### config.mk
export PLATFORM = sky130hd
export DESIGN_NAME = ipv6_prefix_text_formatter_flat
export DESIGN_NICKNAME = d
export VERILOG_FILES = /design/src/sv/ipv6ptf_pkg.sv /design/src/sv/ipv6ptf_in_if.sv /design/src/sv/ipv6ptf_out_if.sv /design/src/sv/ipv6_prefix_text_formatter.sv /design/src/flat_wrapper.sv
export SDC_FILE = /design/constraint.sdc
export NUM_CORES = 2
export LEC_CHECK = 0
export ABC_CLOCK_PERIOD_IN_PS = 39000
export BUFFER_PORTS_ARGS = -buffer_cell sky130_fd_sc_hd__clkbuf_2
export CORE_MARGIN = 8
export CORE_UTILIZATION = 49
export DETAILED_ROUTE_END_ITERATION = 8
export HOLD_SLACK_MARGIN = 0.15
export PLACE_DENSITY = 0.65
export SLEW_MARGIN = 20
export SYNTH_ARGS = -nofsm -noshare
export SYNTH_HDL_FRONTEND = slang
export SYNTH_SLANG_ARGS = --single-unit
### constraint.sdc
create_clock -name clk -period 39 [get_ports clk]
set_input_delay 3.9 -clock clk [delete_from_list [all_inputs] [get_ports clk]]
set_output_delay 3.9 -clock clk [all_outputs]
set_load 0.01 [all_outputs]
### src/sv/ipv6ptf_pkg.sv
package ipv6ptf_pkg;

    localparam int NUM_WORDS = 8;
    localparam int NUM_SEGS  = 9;

    // A segment is one shown word, or the prefix suffix in the last slot.
    localparam logic [3:0] SEG_SUFFIX = 4'd8;

    localparam logic [1:0] KIND_COLONS = 2'd0;
    localparam logic [1:0] KIND_HEX    = 2'd1;
    localparam logic [1:0] KIND_V4     = 2'd2;
    localparam logic [1:0] KIND_SUFFIX = 2'd3;

    localparam logic [7:0] CH_COLON  = 8'h3a;
    localparam logic [7:0] CH_DOT    = 8'h2e;
    localparam logic [7:0] CH_SLASH  = 8'h2f;
    localparam logic [7:0] CH_ZERO   = 8'h30;
    localparam logic [7:0] CH_HEX_LO = 8'h57;

    localparam logic [7:0] MAX_PREFIX   = 8'd128;
    localparam logic [7:0] V4_FULL_BITS = 8'd120;
    localparam logic [7:0] BYTE_ALL     = 8'hff;

    typedef logic [NUM_WORDS-1:0][15:0] words_t;

    typedef struct packed {
        words_t                     wd;
        logic [NUM_SEGS-1:0][1:0]   kind;
        logic [NUM_SEGS-1:0][3:0]   seg_len;
        logic [NUM_WORDS-1:0][2:0]  hexcnt;
        logic [1:0][1:0][11:0]      v4dig;
        logic [1:0][1:0][1:0]       v4n;
        logic [11:0]                bitsdig;
        logic [1:0]                 bitsn;
        logic [5:0]                 total;
        logic                       rej;
    } fmt_t;

    typedef struct packed {
        words_t      wd;
        logic [7:0]  bits;
        logic [7:0]  cap;
        logic        err;
    } s1_t;

    typedef struct packed {
        words_t      wd;
        logic [7:0]  bits;
        logic [7:0]  cap;
        logic        err;
        logic [3:0]  words;
        logic [2:0]  bp;
        logic [3:0]  bl;
        logic        v4;
    } s2_t;

    typedef struct packed {
        fmt_t        fmt;
        logic [7:0]  cap;
        logic        err;
    } s3_t;

    function automatic logic [2:0] hex_len(input logic [15:0] w);
        logic [2:0] n;
        if (w[15:12] != 4'd0) n = 3'd4;
        else if (w[11:8] != 4'd0) n = 3'd3;
        else if (w[7:4] != 4'd0) n = 3'd2;
        else n = 3'd1;
        return n;
    endfunction

    function automatic logic [1:0] dec_len(input logic [7:0] v);
        logic [1:0] n;
        if (v >= 8'd100) n = 2'd3;
        else if (v >= 8'd10) n = 2'd2;
        else n = 2'd1;
        return n;
    endfunction

    // Returns hundreds, tens and ones as three nibbles; tens by reciprocal.
    function automatic logic [11:0] dec_digits(input logic [7:0] v);
        logic [1:0]  h;
        logic [7:0]  r;
        logic [15:0] prod;
        logic [3:0]  t;
        logic [7:0]  o;
        if (v >= 8'd200) h = 2'd2;
        else if (v >= 8'd100) h = 2'd1;
        else h = 2'd0;
        r = v - 8'(h * 8'd100);
        prod = {8'd0, r} * 16'd205;
        t = prod[14:11];
        o = r - 8'(t * 8'd10);
        return {2'b00, h, t, o[3:0]};
    endfunction

    function automatic logic [7:0] dec_char(input logic [11:0] digs, input logic [1:0] n,
                                            input logic [1:0] idx);
        logic [1:0] p;
        logic [3:0] base;
        p = idx + 2'd3 - n;
        base = 4'd11 - {p, 2'b00};
        return CH_ZERO + {4'd0, digs[base -: 4]};
    endfunction

endpackage

### src/sv/ipv6ptf_in_if.sv
interface ipv6ptf_in_if;
    logic        valid;
    logic        ready;
    logic [63:0] address_high;
    logic [63:0] address_low;
    logic [7:0]  prefix_bits;
    logic [7:0]  dest_capacity;

    modport source (output valid, address_high, address_low, prefix_bits, dest_capacity,
                    input ready);
    modport sink (input valid, address_high, address_low, prefix_bits, dest_capacity,
                  output ready);
endinterface

### src/sv/ipv6ptf_out_if.sv
interface ipv6ptf_out_if;
    logic       valid;
    logic       ready;
    logic [7:0] char_code;
    logic       char_valid;
    logic       last;
    logic [5:0] text_length;

    modport source (output valid, char_code, char_valid, last, text_length, input ready);
    modport sink (input valid, char_code, char_valid, last, text_length, output ready);
endinterface

### src/sv/ipv6_prefix_text_formatter.sv
// Path: an input transfer passes the four pipeline stages, the emitter load and the
// output register before its first character appears on the output.
// Throughput: one character per cycle on the output unless out_ch.ready stalls it;
// an item gives its text length in characters, or one empty result if rejected.
// Items enter back to back into the four stages while the character emitter works.
// Reset (rst_n low, asynchronous) empties all stages and the output register.
module ipv6_prefix_text_formatter (
    input  logic                 clk,
    input  logic                 rst_n,
    ipv6ptf_in_if.sink           in_ch,
    ipv6ptf_out_if.source        out_ch
);

    // Stage valid bits and payload.
    logic v1_reg, v2_reg, v3_reg, v4_reg;
    ipv6ptf_pkg::s1_t  s1_reg, s1_next;
    ipv6ptf_pkg::s2_t  s2_reg, s2_next;
    ipv6ptf_pkg::s3_t  s3_reg, s3_next;
    ipv6ptf_pkg::fmt_t s4_reg, s4_next;

    logic ld1, ld2, ld3, ld4;
    logic em_free;

    // Emitter state.
    logic              act_reg, act_next;
    ipv6ptf_pkg::fmt_t em_reg;
    logic [3:0]        seg_reg, seg_next;
    logic [3:0]        off_reg, off_next;
    logic [5:0]        cnt_reg, cnt_next;

    logic       ov_reg, ov_next;
    logic [7:0] oc_reg;
    logic       ocv_reg;
    logic       olast_reg;
    logic [5:0] olen_reg;

    logic       fire, take, cur_last;
    logic [7:0] ch;
    logic [3:0] first_seg, nxt_seg;

    assign ld4 = !v4_reg || em_free;
    assign ld3 = !v3_reg || ld4;
    assign ld2 = !v2_reg || ld3;
    assign ld1 = !v1_reg || ld2;
    assign in_ch.ready = ld1;

    // Stage 1: clear host bits and split into words.
    always_comb
    begin
        logic [127:0] mask;
        logic [127:0] addr;
        if (in_ch.prefix_bits >= ipv6ptf_pkg::MAX_PREFIX)
            mask = '1;
        else
            mask = ~({128{1'b1}} >> in_ch.prefix_bits[6:0]);
        addr = {in_ch.address_high, in_ch.address_low} & mask;
        for (int k = 0; k < ipv6ptf_pkg::NUM_WORDS; k++)
        begin
            s1_next.wd[k] = addr[127 - 16 * k -: 16];
        end
        s1_next.bits = in_ch.prefix_bits;
        s1_next.cap  = in_ch.dest_capacity;
        s1_next.err  = in_ch.prefix_bits > ipv6ptf_pkg::MAX_PREFIX;
    end

    // Stage 2: shown word count, longest zero run, dotted tail decision.
    always_comb
    begin
        logic [8:0] wsum;
        logic [3:0] words;
        logic [2:0] cur_pos, long_pos;
        logic [3:0] cur_len, long_len;
        logic       v4;
        wsum = {1'b0, s1_reg.bits} + 9'd15;
        words = (wsum[8:4] < 5'd2) ? 4'd2 : wsum[7:4];
        cur_pos = '0;
        long_pos = '0;
        cur_len = '0;
        long_len = '0;
        for (int k = 0; k < ipv6ptf_pkg::NUM_WORDS; k++)
        begin
            if (4'(k) < words)
            begin
                if (s1_reg.wd[k] == 16'd0)
                begin
                    if (cur_len == 4'd0) cur_pos = 3'(k);
                    cur_len = cur_len + 4'd1;
                end
                else
                begin
                    if (long_len < cur_len)
                    begin
                        long_pos = cur_pos;
                        long_len = cur_len;
                    end
                    cur_len = 4'd0;
                end
            end
        end
        if (long_len < cur_len)
        begin
            long_pos = cur_pos;
            long_len = cur_len;
        end
        v4 = 1'b0;
        if (long_len != words && long_pos == 3'd0)
        begin
            if (long_len == 4'd6)
                v4 = 1'b1;
            else if (long_len == 4'd5 && s1_reg.wd[5] == {ipv6ptf_pkg::BYTE_ALL,
                                                          ipv6ptf_pkg::BYTE_ALL})
                v4 = 1'b1;
            else if (long_len == 4'd7 && s1_reg.wd[7] != 16'd1)
            begin
                v4 = 1'b1;
                long_len = 4'd6;
            end
        end
        s2_next.wd    = s1_reg.wd;
        s2_next.bits  = s1_reg.bits;
        s2_next.cap   = s1_reg.cap;
        s2_next.err   = s1_reg.err;
        s2_next.words = words;
        s2_next.bp    = long_pos;
        s2_next.bl    = long_len;
        s2_next.v4    = v4;
    end

    // Stage 3: digits and the character count of every segment.
    always_comb
    begin
        logic [3:0] run_end;
        logic       in_run;
        logic       incl;
        logic [1:0] nh, nl;
        run_end = {1'b0, s2_reg.bp} + s2_reg.bl;
        s3_next = '0;
        s3_next.fmt.wd = s2_reg.wd;
        s3_next.cap = s2_reg.cap;
        s3_next.err = s2_reg.err;
        for (int j = 0; j < 2; j++)
        begin
            for (int b = 0; b < 2; b++)
            begin
                s3_next.fmt.v4dig[j][b] =
                    ipv6ptf_pkg::dec_digits(s2_reg.wd[6 + j][15 - 8 * b -: 8]);
                s3_next.fmt.v4n[j][b] =
                    ipv6ptf_pkg::dec_len(s2_reg.wd[6 + j][15 - 8 * b -: 8]);
            end
        end
        s3_next.fmt.bitsdig = ipv6ptf_pkg::dec_digits(s2_reg.bits);
        s3_next.fmt.bitsn   = ipv6ptf_pkg::dec_len(s2_reg.bits);
        for (int k = 0; k < ipv6ptf_pkg::NUM_WORDS; k++)
        begin
            s3_next.fmt.hexcnt[k] = ipv6ptf_pkg::hex_len(s2_reg.wd[k]);
            in_run = s2_reg.bl > 4'd1 && 4'(k) >= {1'b0, s2_reg.bp} && 4'(k) < run_end;
            incl = (k != 7) || (s2_reg.bits > ipv6ptf_pkg::V4_FULL_BITS);
            nh = s3_next.fmt.v4n[k % 2][0];
            nl = s3_next.fmt.v4n[k % 2][1];
            s3_next.fmt.kind[k] = ipv6ptf_pkg::KIND_HEX;
            if (4'(k) >= s2_reg.words)
            begin
                s3_next.fmt.seg_len[k] = 4'd0;
            end
            else if (in_run)
            begin
                s3_next.fmt.kind[k] = ipv6ptf_pkg::KIND_COLONS;
                s3_next.fmt.seg_len[k] = {3'd0, 4'(k) == {1'b0, s2_reg.bp}}
                                       + {3'd0, 4'(k) == s2_reg.words - 4'd1};
            end
            else if (s2_reg.v4 && k > 5)
            begin
                s3_next.fmt.kind[k] = ipv6ptf_pkg::KIND_V4;
                s3_next.fmt.seg_len[k] = 4'd1 + {2'd0, nh}
                                       + (incl ? 4'd1 + {2'd0, nl} : 4'd0);
            end
            else
            begin
                s3_next.fmt.seg_len[k] = {3'd0, k > 0} + {1'b0, s3_next.fmt.hexcnt[k]};
            end
        end
        s3_next.fmt.kind[ipv6ptf_pkg::SEG_SUFFIX] = ipv6ptf_pkg::KIND_SUFFIX;
        if (s2_reg.bits == 8'd0)
        begin
            // A zero prefix is just the double colon.
            for (int k = 1; k < ipv6ptf_pkg::NUM_SEGS; k++)
            begin
                s3_next.fmt.seg_len[k] = 4'd0;
            end
            s3_next.fmt.kind[0] = ipv6ptf_pkg::KIND_COLONS;
            s3_next.fmt.seg_len[0] = 4'd2;
        end
        else if (s2_reg.bits == ipv6ptf_pkg::MAX_PREFIX)
            s3_next.fmt.seg_len[ipv6ptf_pkg::SEG_SUFFIX] = 4'd0;
        else
            s3_next.fmt.seg_len[ipv6ptf_pkg::SEG_SUFFIX] = 4'd1 + {2'd0, s3_next.fmt.bitsn};
    end

    // Stage 4: total length and the capacity check.
    always_comb
    begin
        logic [6:0] tot;
        tot = '0;
        for (int s = 0; s < ipv6ptf_pkg::NUM_SEGS; s++)
        begin
            tot = tot + {3'd0, s3_reg.fmt.seg_len[s]};
        end
        s4_next = s3_reg.fmt;
        s4_next.total = tot[5:0];
        s4_next.rej = s3_reg.err || ({1'b0, tot} >= s3_reg.cap);
    end

    always_ff @(posedge clk or negedge rst_n)
    begin
        if (!rst_n)
        begin
            v1_reg <= 1'b0;
            v2_reg <= 1'b0;
            v3_reg <= 1'b0;
            v4_reg <= 1'b0;
        end
        else
        begin
            if (ld1) v1_reg <= in_ch.valid;
            if (ld2) v2_reg <= v1_reg;
            if (ld3) v3_reg <= v2_reg;
            if (ld4) v4_reg <= v3_reg;
        end
    end

    always_ff @(posedge clk)
    begin
        if (ld1) s1_reg <= s1_next;
        if (ld2) s2_reg <= s2_next;
        if (ld3) s3_reg <= s3_next;
        if (ld4) s4_reg <= s4_next;
    end

    // Character emitter.
    always_comb
    begin
        logic found_a, found_b;
        first_seg = ipv6ptf_pkg::SEG_SUFFIX;
        nxt_seg = ipv6ptf_pkg::SEG_SUFFIX;
        found_a = 1'b0;
        found_b = 1'b0;
        for (int s = 0; s < ipv6ptf_pkg::NUM_SEGS; s++)
        begin
            if (!found_a && s4_reg.seg_len[s] != 4'd0)
            begin
                first_seg = 4'(s);
                found_a = 1'b1;
            end
            if (!found_b && 4'(s) > seg_reg && em_reg.seg_len[s] != 4'd0)
            begin
                nxt_seg = 4'(s);
                found_b = 1'b1;
            end
        end
    end

    always_comb
    begin
        logic [15:0] w;
        logic [2:0]  hn;
        logic        lead;
        logic [2:0]  idx;
        logic [1:0]  p;
        logic [3:0]  base;
        logic [3:0]  nib;
        logic        j;
        logic [1:0]  nh, nl;
        w = em_reg.wd[seg_reg[2:0]];
        hn = em_reg.hexcnt[seg_reg[2:0]];
        lead = seg_reg != 4'd0;
        idx = off_reg[2:0] - {2'd0, lead};
        p = 2'(idx + (3'd4 - hn));
        base = 4'd15 - {p, 2'b00};
        nib = w[base -: 4];
        j = seg_reg[0];
        nh = em_reg.v4n[j][0];
        nl = em_reg.v4n[j][1];
        case (em_reg.kind[seg_reg])
            ipv6ptf_pkg::KIND_COLONS:
                ch = ipv6ptf_pkg::CH_COLON;
            ipv6ptf_pkg::KIND_HEX:
            begin
                if (lead && off_reg == 4'd0)
                    ch = ipv6ptf_pkg::CH_COLON;
                else if (nib < 4'd10)
                    ch = ipv6ptf_pkg::CH_ZERO + {4'd0, nib};
                else
                    ch = ipv6ptf_pkg::CH_HEX_LO + {4'd0, nib};
            end
            ipv6ptf_pkg::KIND_V4:
            begin
                if (off_reg == 4'd0)
                    ch = (seg_reg == 4'd6) ? ipv6ptf_pkg::CH_COLON : ipv6ptf_pkg::CH_DOT;
                else if (off_reg <= {2'd0, nh})
                    ch = ipv6ptf_pkg::dec_char(em_reg.v4dig[j][0], nh, 2'(off_reg - 4'd1));
                else if (off_reg == {2'd0, nh} + 4'd1)
                    ch = ipv6ptf_pkg::CH_DOT;
                else
                    ch = ipv6ptf_pkg::dec_char(em_reg.v4dig[j][1], nl,
                                               2'(off_reg - {2'd0, nh} - 4'd2));
            end
            ipv6ptf_pkg::KIND_SUFFIX:
            begin
                if (off_reg == 4'd0)
                    ch = ipv6ptf_pkg::CH_SLASH;
                else
                    ch = ipv6ptf_pkg::dec_char(em_reg.bitsdig, em_reg.bitsn,
                                               2'(off_reg - 4'd1));
            end
            default:
                ch = ipv6ptf_pkg::CH_COLON;
        endcase
    end

    assign fire = act_reg && (!ov_reg || out_ch.ready);
    assign cur_last = em_reg.rej || (cnt_reg + 6'd1 == em_reg.total);
    assign em_free = !act_reg || (fire && cur_last);
    assign take = em_free && v4_reg;

    always_comb
    begin
        act_next = act_reg;
        seg_next = seg_reg;
        off_next = off_reg;
        cnt_next = cnt_reg;
        if (take)
        begin
            act_next = 1'b1;
            seg_next = first_seg;
            off_next = 4'd0;
            cnt_next = 6'd0;
        end
        else if (fire)
        begin
            if (cur_last)
                act_next = 1'b0;
            cnt_next = cnt_reg + 6'd1;
            if (off_reg + 4'd1 == em_reg.seg_len[seg_reg])
            begin
                seg_next = nxt_seg;
                off_next = 4'd0;
            end
            else
                off_next = off_reg + 4'd1;
        end
        if (fire)
            ov_next = 1'b1;
        else if (out_ch.ready)
            ov_next = 1'b0;
        else
            ov_next = ov_reg;
    end

    always_ff @(posedge clk or negedge rst_n)
    begin
        if (!rst_n)
        begin
            act_reg <= 1'b0;
            ov_reg <= 1'b0;
            seg_reg <= '0;
            off_reg <= '0;
            cnt_reg <= '0;
        end
        else
        begin
            act_reg <= act_next;
            ov_reg <= ov_next;
            seg_reg <= seg_next;
            off_reg <= off_next;
            cnt_reg <= cnt_next;
        end
    end

    always_ff @(posedge clk)
    begin
        if (take)
            em_reg <= s4_reg;
        if (fire)
        begin
            oc_reg <= em_reg.rej ? 8'd0 : ch;
            ocv_reg <= !em_reg.rej;
            olast_reg <= cur_last;
            olen_reg <= em_reg.rej ? 6'd0 : em_reg.total;
        end
    end

    assign out_ch.valid       = ov_reg;
    assign out_ch.char_code   = oc_reg;
    assign out_ch.char_valid  = ocv_reg;
    assign out_ch.last        = olast_reg;
    assign out_ch.text_length = olen_reg;

    a_empty_result: assert property (@(posedge clk) disable iff (!rst_n)
        out_ch.valid && !out_ch.char_valid |-> out_ch.last && out_ch.text_length == 6'd0)
        else $error("empty result without last or with nonzero length");

    a_count_bound: assert property (@(posedge clk) disable iff (!rst_n)
        act_reg && !em_reg.rej |-> cnt_reg < em_reg.total)
        else $error("character count ran past the text length");

    a_run_continues: assert property (@(posedge clk) disable iff (!rst_n)
        fire && !cur_last |=> act_reg && ov_reg)
        else $error("emitter stopped before the last character");

endmodule
### src/flat_wrapper.sv
// flat-port wrapper written by rule: the top's interface ports become plain ports
module ipv6_prefix_text_formatter_flat 
  (clk, rst_n, in_ch_valid, in_ch_address_high, in_ch_address_low, in_ch_prefix_bits, in_ch_dest_capacity, in_ch_ready, out_ch_valid, out_ch_char_code, out_ch_char_valid, out_ch_last, out_ch_text_length, out_ch_ready);
  ipv6ptf_in_if in_ch_i ();
  ipv6ptf_out_if out_ch_i ();
  input  logic clk;
  input  logic rst_n;
  input wire logic [$bits(in_ch_i.valid)-1:0] in_ch_valid;
  input wire logic [$bits(in_ch_i.address_high)-1:0] in_ch_address_high;
  input wire logic [$bits(in_ch_i.address_low)-1:0] in_ch_address_low;
  input wire logic [$bits(in_ch_i.prefix_bits)-1:0] in_ch_prefix_bits;
  input wire logic [$bits(in_ch_i.dest_capacity)-1:0] in_ch_dest_capacity;
  output wire logic [$bits(in_ch_i.ready)-1:0] in_ch_ready;
  output wire logic [$bits(out_ch_i.valid)-1:0] out_ch_valid;
  output wire logic [$bits(out_ch_i.char_code)-1:0] out_ch_char_code;
  output wire logic [$bits(out_ch_i.char_valid)-1:0] out_ch_char_valid;
  output wire logic [$bits(out_ch_i.last)-1:0] out_ch_last;
  output wire logic [$bits(out_ch_i.text_length)-1:0] out_ch_text_length;
  input wire logic [$bits(out_ch_i.ready)-1:0] out_ch_ready;
  assign in_ch_i.valid = in_ch_valid;
  assign in_ch_i.address_high = in_ch_address_high;
  assign in_ch_i.address_low = in_ch_address_low;
  assign in_ch_i.prefix_bits = in_ch_prefix_bits;
  assign in_ch_i.dest_capacity = in_ch_dest_capacity;
  assign in_ch_ready = in_ch_i.ready;
  assign out_ch_valid = out_ch_i.valid;
  assign out_ch_char_code = out_ch_i.char_code;
  assign out_ch_char_valid = out_ch_i.char_valid;
  assign out_ch_last = out_ch_i.last;
  assign out_ch_text_length = out_ch_i.text_length;
  assign out_ch_i.ready = out_ch_ready;
  ipv6_prefix_text_formatter u_core (.clk(clk), .rst_n(rst_n), .in_ch(in_ch_i), .out_ch(out_ch_i));
endmodule
==> impl_metrics.py <==
metrics = {
    "sta": {
        "timing_hold_violations_final": 0,
        "setup_viol": 0,
        "finalClockSkew_ps": 66.9,
        "slew_viol_final": 0,
        "period_needed_ps": 11690,
        "slew_headroom_pct": 23.0,
        "rsz0062_at_grt": "no",
        "tns_ps": 0,
        "fmax_ghz": 0.0856,
        "post-route-period-util_pct": 30.0,
        "tightest_slew_ps": 1150,
    },
    "cts": {
        "numCtsBuffers": 108,
        "cts_max_level": 3,
        "clock-sinks": 1092,
        "cts-root-buf": "clkbuf_16",
        "cts_tree": "yes",
        "clock_latency_ps": 720,
        "cts.path.max_buffers": 3,
        "clkTransAtPathRegs_ps": 60,
        "ctsHoldBuffers": 0,
        "post_cts_buffers": 0,
        "cts_resized": 0,
    },
    "critical_path": {
        "crit_slowest_cell": "or4_1",
        "endpoint": "u_core.s2_reg[1]",
        "r2r_end": "u_core.s2_reg[1]",
        "crit_start": "u_core.s1_reg[12]",
        "crit_arrival_ps": 12100,
        "end_kind": "flop",
        "r2r_start": "u_core.s1_reg[12]",
        "path_max_fanout": 10,
        "worst-setup-path-type": "reg2reg",
        "reg2reg_slack_ps": 27310,
        "cpPeakStageDelay_ps": 710,
        "critPathLaunchType": "flop",
        "cp.required_ps": 39420,
        "r2r_cells": 43,
    },
    "job": {
        "maxCapViolCount": 0,
    },
    "detailed_routing": {
        "dr.pass1.iters": 5,
        "drt_iter0_drc": 1994,
        "detail_route.vias_per_cell": 5.41,
        "wl_mm": 115,
        "vias": 26972,
        "wire_per_inst_microns": 23.1,
        "antenna_left": 0,
        "drc_errors": 0,
    },
    "logic_synthesis": {
        "avgSynthCellArea_sq_um": 15.1,
        "ys_seq_area_share_pct": 65.9,
        "synth_cells": 3294,
        "synthTopCellsByArea": "edfxtp_1 (65%), ha_1 (7.8%), fa_1 (3.7%), mux4_2 (2.5%), inv_1 (2.2%)",
        "netlist.area_leader.share_pct": 64.9,
        "synth_ff_type": "edfxtp_1",
        "async_reset_ff_share_pct": 1.83,
        "yosys.area.top_type": "edfxtp_1",
        "synth_edf_count": 1072,
        "yosysWarnings": 0,
        "ys_ff_latch": 1092,
        "post-synth-top-count-cell": "edfxtp_1",
        "ys_types": 102,
        "syn_area_sq_mm": 0.0496,
        "netlist_top_cells_count": "edfxtp_1 (1,072), ha_1 (310), inv_1 (287), nor2_1 (166), nand2_1 (143)",
    },
    "die": {
        "fp.dieH_microns": 334,
        "rows": 116,
        "die_w_microns": 334,
        "io_pins": 166,
        "dieArea_sq_mm": 0.112,
        "start_util_pct": 49.5,
        "core_sq_mm": 0.100,
    },
    "grt": {
        "use_met3_pct": 2.85,
        "grt_pass1_vias": 27432,
        "grt_pass1_wl_mm": 172,
        "grt.busiest_layer": "met2",
        "track_usage_pct": 20.5,
        "use_met1_pct": 28.6,
        "antenna_found_initial": 1,
        "grt_max_degree": 88,
        "use_met2_pct": 33.4,
        "gr-total-overflow": 0,
    },
    "layout": {
        "area_growth_pct": 12.5,
        "final_nets": 4082,
        "largest_reg_flops": 253,
        "num-fill-cells": 7992,
        "drive_gt1_share_pct": 13.5,
    },
    "placed_design": {
        "portBuffers": 164,
        "dp_hpwl_mm": 87.9,
        "gp_congestion": 0.891,
    },
    "min_path": {
        "hp-class": "reg2reg",
    },
    "outcome": {
        "outcome": "complete, no violations",
    },
}
==> per-stage QoR <==
stage / hold slack [ps] / instances / cell area [sq um] / setup slack [ps] / util, %
2_1_floorplan: 400 / 3301 / 49600 / 20640 / -
3_3_place_gp: 400 / 4779 / 52100 / 27540 / 52.0
3_5_place_dp: 405 / 4779 / 52100 / 27500 / 52.0
4_1_cts: 389 / 4982 / 55800 / 27460 / 55.7
5_1_grt: 403 / 4982 / 55800 / 26670 / 55.7
6_report: 393 / 4984 / 55800 / 27310 / 55.7
==> final cells by class <==
class                      instances  area, sq um  area share, %
antenna                            2         5.00        0.00897
clock buffer                     123         2770           4.96
clock inverter                    80          918           1.65
inverter                         288         1090           1.95
multi-input combinational       1846        15600           27.9
sequential                      1092        32700           58.6
tap                             1357         1700           3.04
timing repair buffer             196         1060           1.90
==> worst min path at each step <==
stage	end	slack [ps]	cells past startpoint	start
2_1_floorplan	u_core.em_reg[0]	400	0	u_core.s4_reg[0]
3_3_place_gp	u_core.em_reg[70]	400	0	u_core.s4_reg[70]
3_5_place_dp	u_core.em_reg[169]	400	0	u_core.s4_reg[169]
4_1_cts	u_core.s4_reg[139]	390	0	u_core.s3_reg[148]
5_1_grt	u_core.em_reg[176]	400	0	u_core.s4_reg[176]
6_report	u_core.s4_reg[194]	390	0	u_core.s3_reg[203]
==> cell usage in the layout, fill, tap and decap left out, types with 32 or more instances in the layout <==
cell	count
mux2i_1	32
nand3_1	35
a21oi_1	113
clkbuf_16	108
clkbuf_2	164
nor2b_1	41
fa_1	92
o21a_1	46
ha_1	310
nand2_1	141
mux4_2	56
edfxtp_1	1072
inv_1	286
nor4_1	63
a21boi_0	53
nor2_1	166
o21ai_0	111
xnor2_1	79
nor3_1	67
and2_1	53
nand2b_1	37
buf_4	32
==> critical path, delay by kind of cell, from the launching register on <==
kind | cells | cell delay (ps)
flip-flops | 1 | 440
adder cells (fa/ha/maj) | 6 | 1450
multiplexers | 3 | 950
AND/OR/NAND/NOR | 13 | 3650
buffers and inverters | 2 | 260
AO/OA/AOI/OAI | 19 | 4600
==> logic make-up (layout without fill, tap and decap cells) <==
| group | Yosys count | in the layout | synth area share (%) |
|---|---|---|---|
| compound gates | 483 | 483 | 6.46 |
| xor+xnor | 106 | 106 | 1.87 |
| fa+ha+maj | 403 | 403 | 11.6 |
| buf+inv | 363 | 687 | 2.80 |
| flops | 1092 | 1092 | 65.9 |
| mux | 109 | 109 | 3.69 |
| other cells | 2 | 11 | 0.0151 |
| simple gates | 736 | 736 | 7.71 |
==> metal layers <==
layer	vias up	share of wire [%]
li1	12817	-
met2	726	47
met3	160	4.6
met1	13269	46
met5	-	0
met4	0	2.9
Power is left out: the tool's default activity adds up to more than one toggle a clock period on the data nets, which glitch-free logic cannot reach.
